[src/rtl/core/button_autorepeat_scanner_assert.svh]
// assertion macros shared by the scanner modules
`ifndef BUTTON_AUTOREPEAT_SCANNER_ASSERT_SVH
`define BUTTON_AUTOREPEAT_SCANNER_ASSERT_SVH

// same-cycle implication, off while reset is asserted
`define BAS_ASSERT_SAME(label, clk, rst_n, ante, cons) \
    label: assert property (@(posedge clk) disable iff (!(rst_n)) (ante) |-> (cons)) \
        else $error("scanner assertion failed");

// next-cycle implication, off while reset is asserted
`define BAS_ASSERT_NEXT(label, clk, rst_n, ante, cons) \
    label: assert property (@(posedge clk) disable iff (!(rst_n)) (ante) |=> (cons)) \
        else $error("scanner assertion failed");

`endif

[src/rtl/core/bas_pkg.sv]
package bas_pkg;

    localparam int FIELD_W    = 12;
    localparam int TIME_W     = 32;
    localparam int CFG_W      = 16;
    localparam int CFG_IDX_W  = 2;

    localparam logic [CFG_IDX_W-1:0] CFG_IDX_DELAY = 2'd0;
    localparam logic [CFG_IDX_W-1:0] CFG_IDX_RATE  = 2'd1;

    localparam logic [CFG_W-1:0] DELAY_RESET = 16'd500;
    localparam logic [CFG_W-1:0] RATE_RESET  = 16'd100;

    typedef struct packed {
        logic [FIELD_W-1:0] button_levels;
        logic [TIME_W-1:0]  now_ms;
    } t_in_item;

    typedef struct packed {
        logic [FIELD_W-1:0] pressed_mask;
        logic [FIELD_W-1:0] just_pressed_mask;
        logic [FIELD_W-1:0] just_released_mask;
        logic [FIELD_W-1:0] repeat_mask;
    } t_out_item;

    // repeat timing shared by all lanes
    typedef struct packed {
        logic [CFG_W-1:0] delay_ms;
        logic [CFG_W-1:0] rate_ms;
    } t_repeat_cfg;

    // what the lanes and the level tracker hand to the merge stage
    typedef struct packed {
        logic [FIELD_W-1:0] levels;
        logic [FIELD_W-1:0] prev;
        logic [FIELD_W-1:0] fire;
    } t_poll_flags;

endpackage

[src/rtl/core/bas_lane.sv]
module bas_lane (
    input  logic                         i_clk,
    input  logic                         i_rst_n,
    input  logic                         i_accept,
    input  logic                         i_level,
    input  logic                         i_prev,
    input  logic [bas_pkg::TIME_W-1:0]   i_now,
    input  bas_pkg::t_repeat_cfg         i_cfg,
    output logic                         o_fire
);

    `include "button_autorepeat_scanner_assert.svh"

    logic [bas_pkg::TIME_W-1:0] r_deadline;
    logic [bas_pkg::TIME_W-1:0] n_deadline;
    logic                       w_due;

    assign w_due  = (i_now >= r_deadline);
    assign o_fire = i_level && (!i_prev || w_due);

    always_comb begin
        n_deadline = r_deadline;
        if (i_accept && i_level) begin
            if (!i_prev) begin
                n_deadline = i_now + bas_pkg::TIME_W'(i_cfg.delay_ms);
            end else if (w_due) begin
                n_deadline = i_now + bas_pkg::TIME_W'(i_cfg.rate_ms);
            end
        end
    end

    always_ff @(posedge i_clk) begin
        if (!i_rst_n) begin
            r_deadline <= '0;
        end else begin
            r_deadline <= n_deadline;
        end
    end

    `BAS_ASSERT_SAME(a_new_press_fires, i_clk, i_rst_n, i_level && !i_prev, o_fire)
    `BAS_ASSERT_SAME(a_released_quiet, i_clk, i_rst_n, !i_level, !o_fire)

endmodule

[src/rtl/core/bas_merge.sv]
module bas_merge (
    input  logic                  i_clk,
    input  logic                  i_rst_n,
    input  logic                  i_push,
    input  bas_pkg::t_poll_flags  i_flags,
    output logic                  o_full,
    output logic                  o_out_valid,
    input  logic                  i_out_stall,
    output bas_pkg::t_out_item    o_out
);

    `include "button_autorepeat_scanner_assert.svh"

    bas_pkg::t_out_item w_item;
    bas_pkg::t_out_item r_out;
    bas_pkg::t_out_item n_out;
    bas_pkg::t_out_item r_skid;
    bas_pkg::t_out_item n_skid;
    logic               r_out_valid;
    logic               n_out_valid;
    logic               r_skid_valid;
    logic               n_skid_valid;
    logic               w_pop;

    // combine lane results into the four masks
    always_comb begin
        w_item.pressed_mask       = i_flags.levels;
        w_item.just_pressed_mask  = i_flags.levels & ~i_flags.prev;
        w_item.just_released_mask = i_flags.prev & ~i_flags.levels;
        w_item.repeat_mask        = i_flags.fire;
    end

    assign w_pop = r_out_valid && !i_out_stall;

    always_comb begin
        n_out        = r_out;
        n_out_valid  = r_out_valid;
        n_skid       = r_skid;
        n_skid_valid = r_skid_valid;
        if (!r_out_valid || w_pop) begin
            if (r_skid_valid) begin
                n_out        = r_skid;
                n_out_valid  = 1'b1;
                n_skid_valid = 1'b0;
            end else begin
                n_out       = w_item;
                n_out_valid = i_push;
            end
        end else if (i_push) begin
            n_skid       = w_item;
            n_skid_valid = 1'b1;
        end
    end

    always_ff @(posedge i_clk) begin
        if (!i_rst_n) begin
            r_out_valid  <= 1'b0;
            r_skid_valid <= 1'b0;
        end else begin
            r_out_valid  <= n_out_valid;
            r_skid_valid <= n_skid_valid;
        end
    end

    always_ff @(posedge i_clk) begin
        r_out  <= n_out;
        r_skid <= n_skid;
    end

    assign o_full      = r_skid_valid;
    assign o_out_valid = r_out_valid;
    assign o_out       = r_out;

    `BAS_ASSERT_SAME(a_no_push_when_full, i_clk, i_rst_n, i_push, !r_skid_valid)
    `BAS_ASSERT_SAME(a_skid_behind_out, i_clk, i_rst_n, r_skid_valid, r_out_valid)
    `BAS_ASSERT_NEXT(a_empty_stays_shallow, i_clk, i_rst_n, !r_out_valid, !r_skid_valid)

endmodule

[src/rtl/core/button_autorepeat_scanner.sv]
// button auto-repeat scanner: each input item is one poll of the button levels
// with the current millisecond time; each poll gives exactly one result item with
// the held, newly pressed, newly released and repeat-firing masks. every button
// has its own lane holding a 32-bit deadline with one compare and one add; a new
// press fires at once and arms now plus repeat_delay_ms, a held button fires when
// now_ms >= deadline (plain unsigned compare) and re-arms at now plus
// repeat_rate_ms. one poll is taken every clock cycle unless o_in_stall is high;
// the result is held in the output register, and a second skid register
// lets a poll be taken while a result waits, so o_in_stall only rises once two
// results are queued. level bits at or above NUM_BUTTONS are ignored. register 0
// is the repeat delay (reset 500), register 1 the repeat rate (reset 100);
// writes to other indexes are dropped. write config only while no poll is in
// flight.
module button_autorepeat_scanner #(
    parameter int NUM_BUTTONS = 12
) (
    input  logic                           i_clk,
    input  logic                           i_rst_n,
    input  logic                           i_in_valid,
    output logic                           o_in_stall,
    input  bas_pkg::t_in_item              i_in,
    output logic                           o_out_valid,
    input  logic                           i_out_stall,
    output bas_pkg::t_out_item             o_out,
    input  logic                           i_cfg_we,
    input  logic [bas_pkg::CFG_IDX_W-1:0]  i_cfg_idx,
    input  logic [bas_pkg::CFG_W-1:0]      i_cfg_data
);

    `include "button_autorepeat_scanner_assert.svh"

    // buttons past the field width can never be pressed, so they get no lane
    localparam int LANES = (NUM_BUTTONS < bas_pkg::FIELD_W) ? NUM_BUTTONS
                                                            : bas_pkg::FIELD_W;
    localparam logic [bas_pkg::FIELD_W-1:0] LEVEL_MASK =
        bas_pkg::FIELD_W'((1 << LANES) - 1);

    bas_pkg::t_repeat_cfg          r_cfg;
    logic [bas_pkg::FIELD_W-1:0]   r_last_levels;
    logic [bas_pkg::FIELD_W-1:0]   w_levels;
    logic [bas_pkg::FIELD_W-1:0]   w_fire;
    logic [LANES-1:0]              w_lane_fire;
    logic                          w_accept;
    logic                          w_full;
    logic                          w_edge_overlap;
    bas_pkg::t_poll_flags          w_flags;

    assign w_accept   = i_in_valid && !w_full;
    assign o_in_stall = w_full;
    assign w_levels   = i_in.button_levels & LEVEL_MASK;

    // config registers, out-of-range indexes ignored
    always_ff @(posedge i_clk) begin
        if (!i_rst_n) begin
            r_cfg.delay_ms <= bas_pkg::DELAY_RESET;
            r_cfg.rate_ms  <= bas_pkg::RATE_RESET;
        end else if (i_cfg_we) begin
            case (i_cfg_idx)
                bas_pkg::CFG_IDX_DELAY: r_cfg.delay_ms <= i_cfg_data;
                bas_pkg::CFG_IDX_RATE:  r_cfg.rate_ms  <= i_cfg_data;
                default: ;
            endcase
        end
    end

    // previous poll's levels for edge detection
    always_ff @(posedge i_clk) begin
        if (!i_rst_n) begin
            r_last_levels <= '0;
        end else if (w_accept) begin
            r_last_levels <= w_levels;
        end
    end

    // one lane per button
    for (genvar g = 0; g < LANES; g++) begin : g_lane
        bas_lane u_lane (
            .i_clk   (i_clk),
            .i_rst_n (i_rst_n),
            .i_accept(w_accept),
            .i_level (w_levels[g]),
            .i_prev  (r_last_levels[g]),
            .i_now   (i_in.now_ms),
            .i_cfg   (r_cfg),
            .o_fire  (w_lane_fire[g])
        );
    end

    always_comb begin
        w_fire = '0;
        w_fire[LANES-1:0] = w_lane_fire;
    end

    assign w_flags.levels = w_levels;
    assign w_flags.prev   = r_last_levels;
    assign w_flags.fire   = w_fire;

    // merge lane results and hold them for the output side
    bas_merge u_merge (
        .i_clk      (i_clk),
        .i_rst_n    (i_rst_n),
        .i_push     (w_accept),
        .i_flags    (w_flags),
        .o_full     (w_full),
        .o_out_valid(o_out_valid),
        .i_out_stall(i_out_stall),
        .o_out      (o_out)
    );

    assign w_edge_overlap = |(o_out.just_pressed_mask & o_out.just_released_mask);

    // a button cannot be both newly pressed and newly released
    `BAS_ASSERT_SAME(a_edges_exclusive, i_clk, i_rst_n, o_out_valid, !w_edge_overlap)

endmodule

[config.mk]
export PLATFORM = sky130hd
export DESIGN_NAME = button_autorepeat_scanner
export DESIGN_NICKNAME = d
export VERILOG_FILES = /design/src/rtl/core/bas_pkg.sv /design/src/rtl/core/bas_lane.sv /design/src/rtl/core/bas_merge.sv /design/src/rtl/core/button_autorepeat_scanner.sv
export VERILOG_INCLUDE_DIRS = /design/src /design/src/rtl/core
export SDC_FILE = /design/constraint.sdc
export NUM_CORES = 2
export LEC_CHECK = 0
export ABC_AREA = 1
export BUFFER_PORTS_ARGS = -buffer_cell sky130_fd_sc_hd__buf_2
export CAP_MARGIN = 10
export CORE_ASPECT_RATIO = 1.4
export CORE_MARGIN = 1.5
export CORE_UTILIZATION = 66
export DETAILED_ROUTE_END_ITERATION = 6
export HOLD_SLACK_MARGIN = 0.15
export PLACE_DENSITY_LB_ADDON = 0.05
export SYNTH_ARGS = -nofsm -noshare
export SYNTH_HDL_FRONTEND = slang
export SYNTH_HIERARCHICAL = 1
export SYNTH_SLANG_ARGS = --single-unit
[constraint.sdc]
create_clock -name i_clk -period 5.7 [get_ports i_clk]
set_input_delay 1.425 -clock i_clk [delete_from_list [all_inputs] [get_ports i_clk]]
set_output_delay 1.425 -clock i_clk [all_outputs]
set_load 0.005 [all_outputs]
==> impl.org <==
** CTS
- The root buffer cell chosen for the clock tree is sky130_fd_sc_hd__clkbuf_16.
- Clock sink count :: 526
- Clock tree from TritonCTS :: built
- Clock latency on the worst-skew pair, taken at its later pin, is 680 ps.
- In this run the number of H-tree levels came out at 2.
- Worst-case clock buffer depth :: 3
- After clock tree synthesis, the flow added hold-fix buffers numbering 0.
- Worst-path clk slew :: 60 ps
- Post-CTS Setup Inserts :: 0
- TritonCTS created 58 clock buffers.
- Post-cts repair resize count :: 0

** Layout
- Multi-input gate area :: 36800 µm²
- Commonest cells after routing, fill and taps aside :: 2944 x sky130_fd_sc_hd__nand2_1, 1286 x sky130_fd_sc_hd__inv_1, 1086 x sky130_fd_sc_hd__nor2_1
- Commonest non-fill, non-tap cell in the layout :: sky130_fd_sc_hd__nand2_1
- Filler-free cell count of the finished design :: 9989
- Core utilization of the finished layout :: 70.4%
- Area used by sequential logic in the layout :: 11500 µm²
- Post-layout nets :: 9513
- The post-route netlist has 9.97% of its cells at a drive strength greater than 1.
- From synthesis to final layout, the design area changed by 6.07%.
- Counting the fill cells in the layout gives 7552.

** Yosys
- Post-synthesis sequential area ratio :: 20.9%
- Syn. warnings :: 6
- Syn Area/Cell :: 6.25 µm²
- Cell count after synthesis :: 8785
- Yosys mapped the design onto 40 distinct sky130hd cell types.
- Counting every net in the synthesized netlist gives 9440.
- #FFs+latches synth :: 526
- The mapped netlist covers 54900 µm².

** Timing
- Setup violations remaining at the end of the flow were counted as 0.
- Share of the clock period used by the worst path after layout :: 66.0%
- Setup total negative slack on the finished layout was measured at 0 ps.
- The final count of hold timing violations is 0.
- Transition time at the pin with the least slew margin :: 1390 ps
- Setup repair after global routing left no endpoint under its margin.
- For this run, the top clock speed supported by timing is 266 MHz.
- The clock arrives with 31.9 ps of skew.
- Relative max-transition margin :: 7.19%
- The max-slew violation total from the final report is 0.
- Counting I/O delays and the setup requirement, the final critical path takes 3760 ps.

** Hold path
- Min-delay worst type :: register to register
- The worst hold path was traced through 2 stages.
- The worst hold path begins at g_lane[9].u_lane/r_deadline[20].
- Worst Hold End :: g_lane[9].u_lane/r_deadline[20]

** Worst setup path
- Data on the critical path is required at its endpoint by 6300 ps.
- Crit-path cells :: buf_2 -> ha_1 -> nand2_1 -> nor2_2 -> nand2_1 -> nand2_1 -> nor2_1 -> nand2_1 -> nand2_1 -> nand2_1 -> nand2_2 -> nand2_4 -> nand2_4 -> nand2_1 -> nand2_1 -> nor2_1
- Class of the most critical setup path :: input port to register
- STA classifies the critical path startpoint as an input port.
- Slowest cell on the critical path :: sky130_fd_sc_hd__buf_2
- In this design, the stage delay of the slowest critical-path cell is 810 ps.
- Kind of cell adding the most delay to the critical path :: simple AND/OR/NAND/NOR gates
- In this run the critical register-to-register path is captured at g_lane[7].u_lane/r_deadline[19].
- Arrival time at the worst endpoint :: 4360 ps
- Critical Path Sink Type :: register
- The startpoint identified for the worst register-to-register timing path is r_last_levels[7].
- Worst-path maximum fanout :: 49
- Across all register-to-register paths, the minimum setup slack is 2080 ps.
- Count of cells along the worst register-to-register path :: 12
- Buffering stage count on the worst path with inverters included :: 1
- Most numerous cell on the critical path :: sky130_fd_sc_hd__nand2_1

** Place
- Port buffering added 116 buffers.
- At the end of routability-driven placement, the weighted congestion stood at 1.01.
- The HPWL after detailed placement is 136 mm.
- Placed insts :: 9877

** Floorplanning
- In this run the count of I/O pins placed on the die edge is 117.
- In this run the vertical extent of the chip is 344 µm.
- The die covers 85000 µm².
- Horizontal die dimension :: 247 µm
- The core region is 82700 µm².
- In this run the core area contains 125 standard-cell rows.
- Initial cell density of the core :: 66.4%

** Global route
- Overflow after GRT :: 0
- In the global route stage, overall resource usage came out at 43.8%.
- Largest net degree at the start of global routing :: 132
- Global-route wire length before repair :: 288 mm
- Vias in the first global route :: 52900
- The number of antenna violations at the first check in global routing is 13.

** Detailed routing
- Total number of vias :: 57100
- Remaining routing DRC violations :: 13
- Dividing the detail-routed wire length by the instance count gives 19.1 µm.
- Via density per instance :: 5.72
- Drt initial violations :: 4714
- DR pass1 iterations :: 7
- Antenna Violating Nets Remaining :: 0
- The routed design has 190 mm of wire.

** Pwr
- The analysis attributes to cell leakage a power of 0.0299 µW.
- Max VDD drop :: 0.000290 V
- Power density over cell area :: 221 nW/µm²

** Run status
- Run status :: finished, violations left
- Failing checks :: DRC

** Run
- Number of max-capacitance violations reported :: 0
==> flip-flops by register name (all words and copies together), names as in the netlist <==
register	count
r_last_levels	12
u_merge/r_skid	48
u_merge/o_out_valid	1
r_cfg	32
u_merge/o_out	48
u_merge/o_full	1
g_lane.u_lane/r_deadline	384
==> through the flow <==
stage / power, µW / hold WS (ps) / cell area, µm² / setup WS, ps
2_1_floorplan: 7400 / 452 / 54900 / 591
3_3_place_gp: 8580 / 462 / 56200 / 1410
3_5_place_dp: 8690 / 470 / 56200 / 1350
4_1_cts: 12800 / 486 / 58200 / 2030
5_1_grt: 13500 / 498 / 58200 / 1770
6_report: 12800 / 479 / 58200 / 1940
==> worst min-delay path: cells and delay by family (launching register included) <==
| family | cells | cell delay (ps) |
|---|---|---|
| and+or+nand+nor | 1 | 80 |
| AOI/OAI and AO/OA | 1 | 40 |
| DFF | 1 | 330 |
==> layer usage <==
metal,GRT usage [%],vias to the layer above,routed length [µm]
li1,-,27900,-
met1,50.7,25600,70100
met2,70.7,2659,83300
met3,9.70,907,20000
met4,33.2,8,16900
met5,0,-,57
==> cells in the mapped netlist, drive strengths merged <==
library cell	instances	area share (%)
a21boi	12	0.16
a21oi	574	6.9
and2	12	0.14
buf	174	2.8
clkbuf	43	0.29
dfxtp	430	16
edfxtp	96	5.3
fa	12	0.44
ha	576	13
inv	1304	8.9
mux2	192	3.9
nand2	2981	21
nand3	619	5.8
nand3b	92	1.3
nand4	127	1.4
nor2	1112	7.7
nor3	72	0.69
nor4	12	0.14
o211ai	8	0.11
o21a	12	0.16
o21ai	105	0.96
o21bai	12	0.16
or2	40	0.46
xnor2	168	2.7
==> worst max path at each step <==
stage / start / end / slack (ps) / cells after the start
global route: i_in[6] / g_lane[1].u_lane/r_deadline[25] / 1770 / 16
CTS: i_in[6] / g_lane[1].u_lane/r_deadline[30] / 2030 / 16
global placement: i_in[7] / g_lane[8].u_lane/r_deadline[31] / 1410 / 15
finish: i_in[6] / g_lane[1].u_lane/r_deadline[30] / 1940 / 16
floorplan: i_out_stall / u_merge/r_skid[0] / 590 / 2
detailed placement: i_in[6] / g_lane[10].u_lane/r_deadline[28] / 1350 / 15
==> area by class of cell <==
| cell class | instances | share of cell area (%) |
|---|---|---|
| inverter | 1304 | 8.42 |
| sequential | 526 | 19.7 |
| clock buffer | 73 | 2.75 |
| clock inverter | 36 | 0.707 |
| multi-input combinational | 6738 | 63.2 |
| antenna | 3 | 0.0129 |
| tap | 1079 | 2.32 |
| timing repair buffer | 230 | 2.83 |
==> kinds of logic after synthesis <==
| kind of cell | after synthesis | share of synthesized area (%) |
|---|---|---|
| AND/OR/NAND/NOR | 5067 | 38.4 |
| buffers and inverters | 1521 | 12.0 |
| AO/OA/AOI/OAI | 723 | 8.43 |
| adder cells (fa/ha/maj) | 588 | 13.6 |
| flip-flops | 526 | 20.9 |
| multiplexers | 192 | 3.94 |
| XOR/XNOR | 168 | 2.68 |
==> report_power, final <==
group / internal [µW] / total, µW / switching [µW]
logic: 1570 / 4430 / 2860
clock network: 2320 / 4100 / 1780
registers: 4080 / 4320 / 243
No activity file was read; power rests on OpenSTA's default activity.
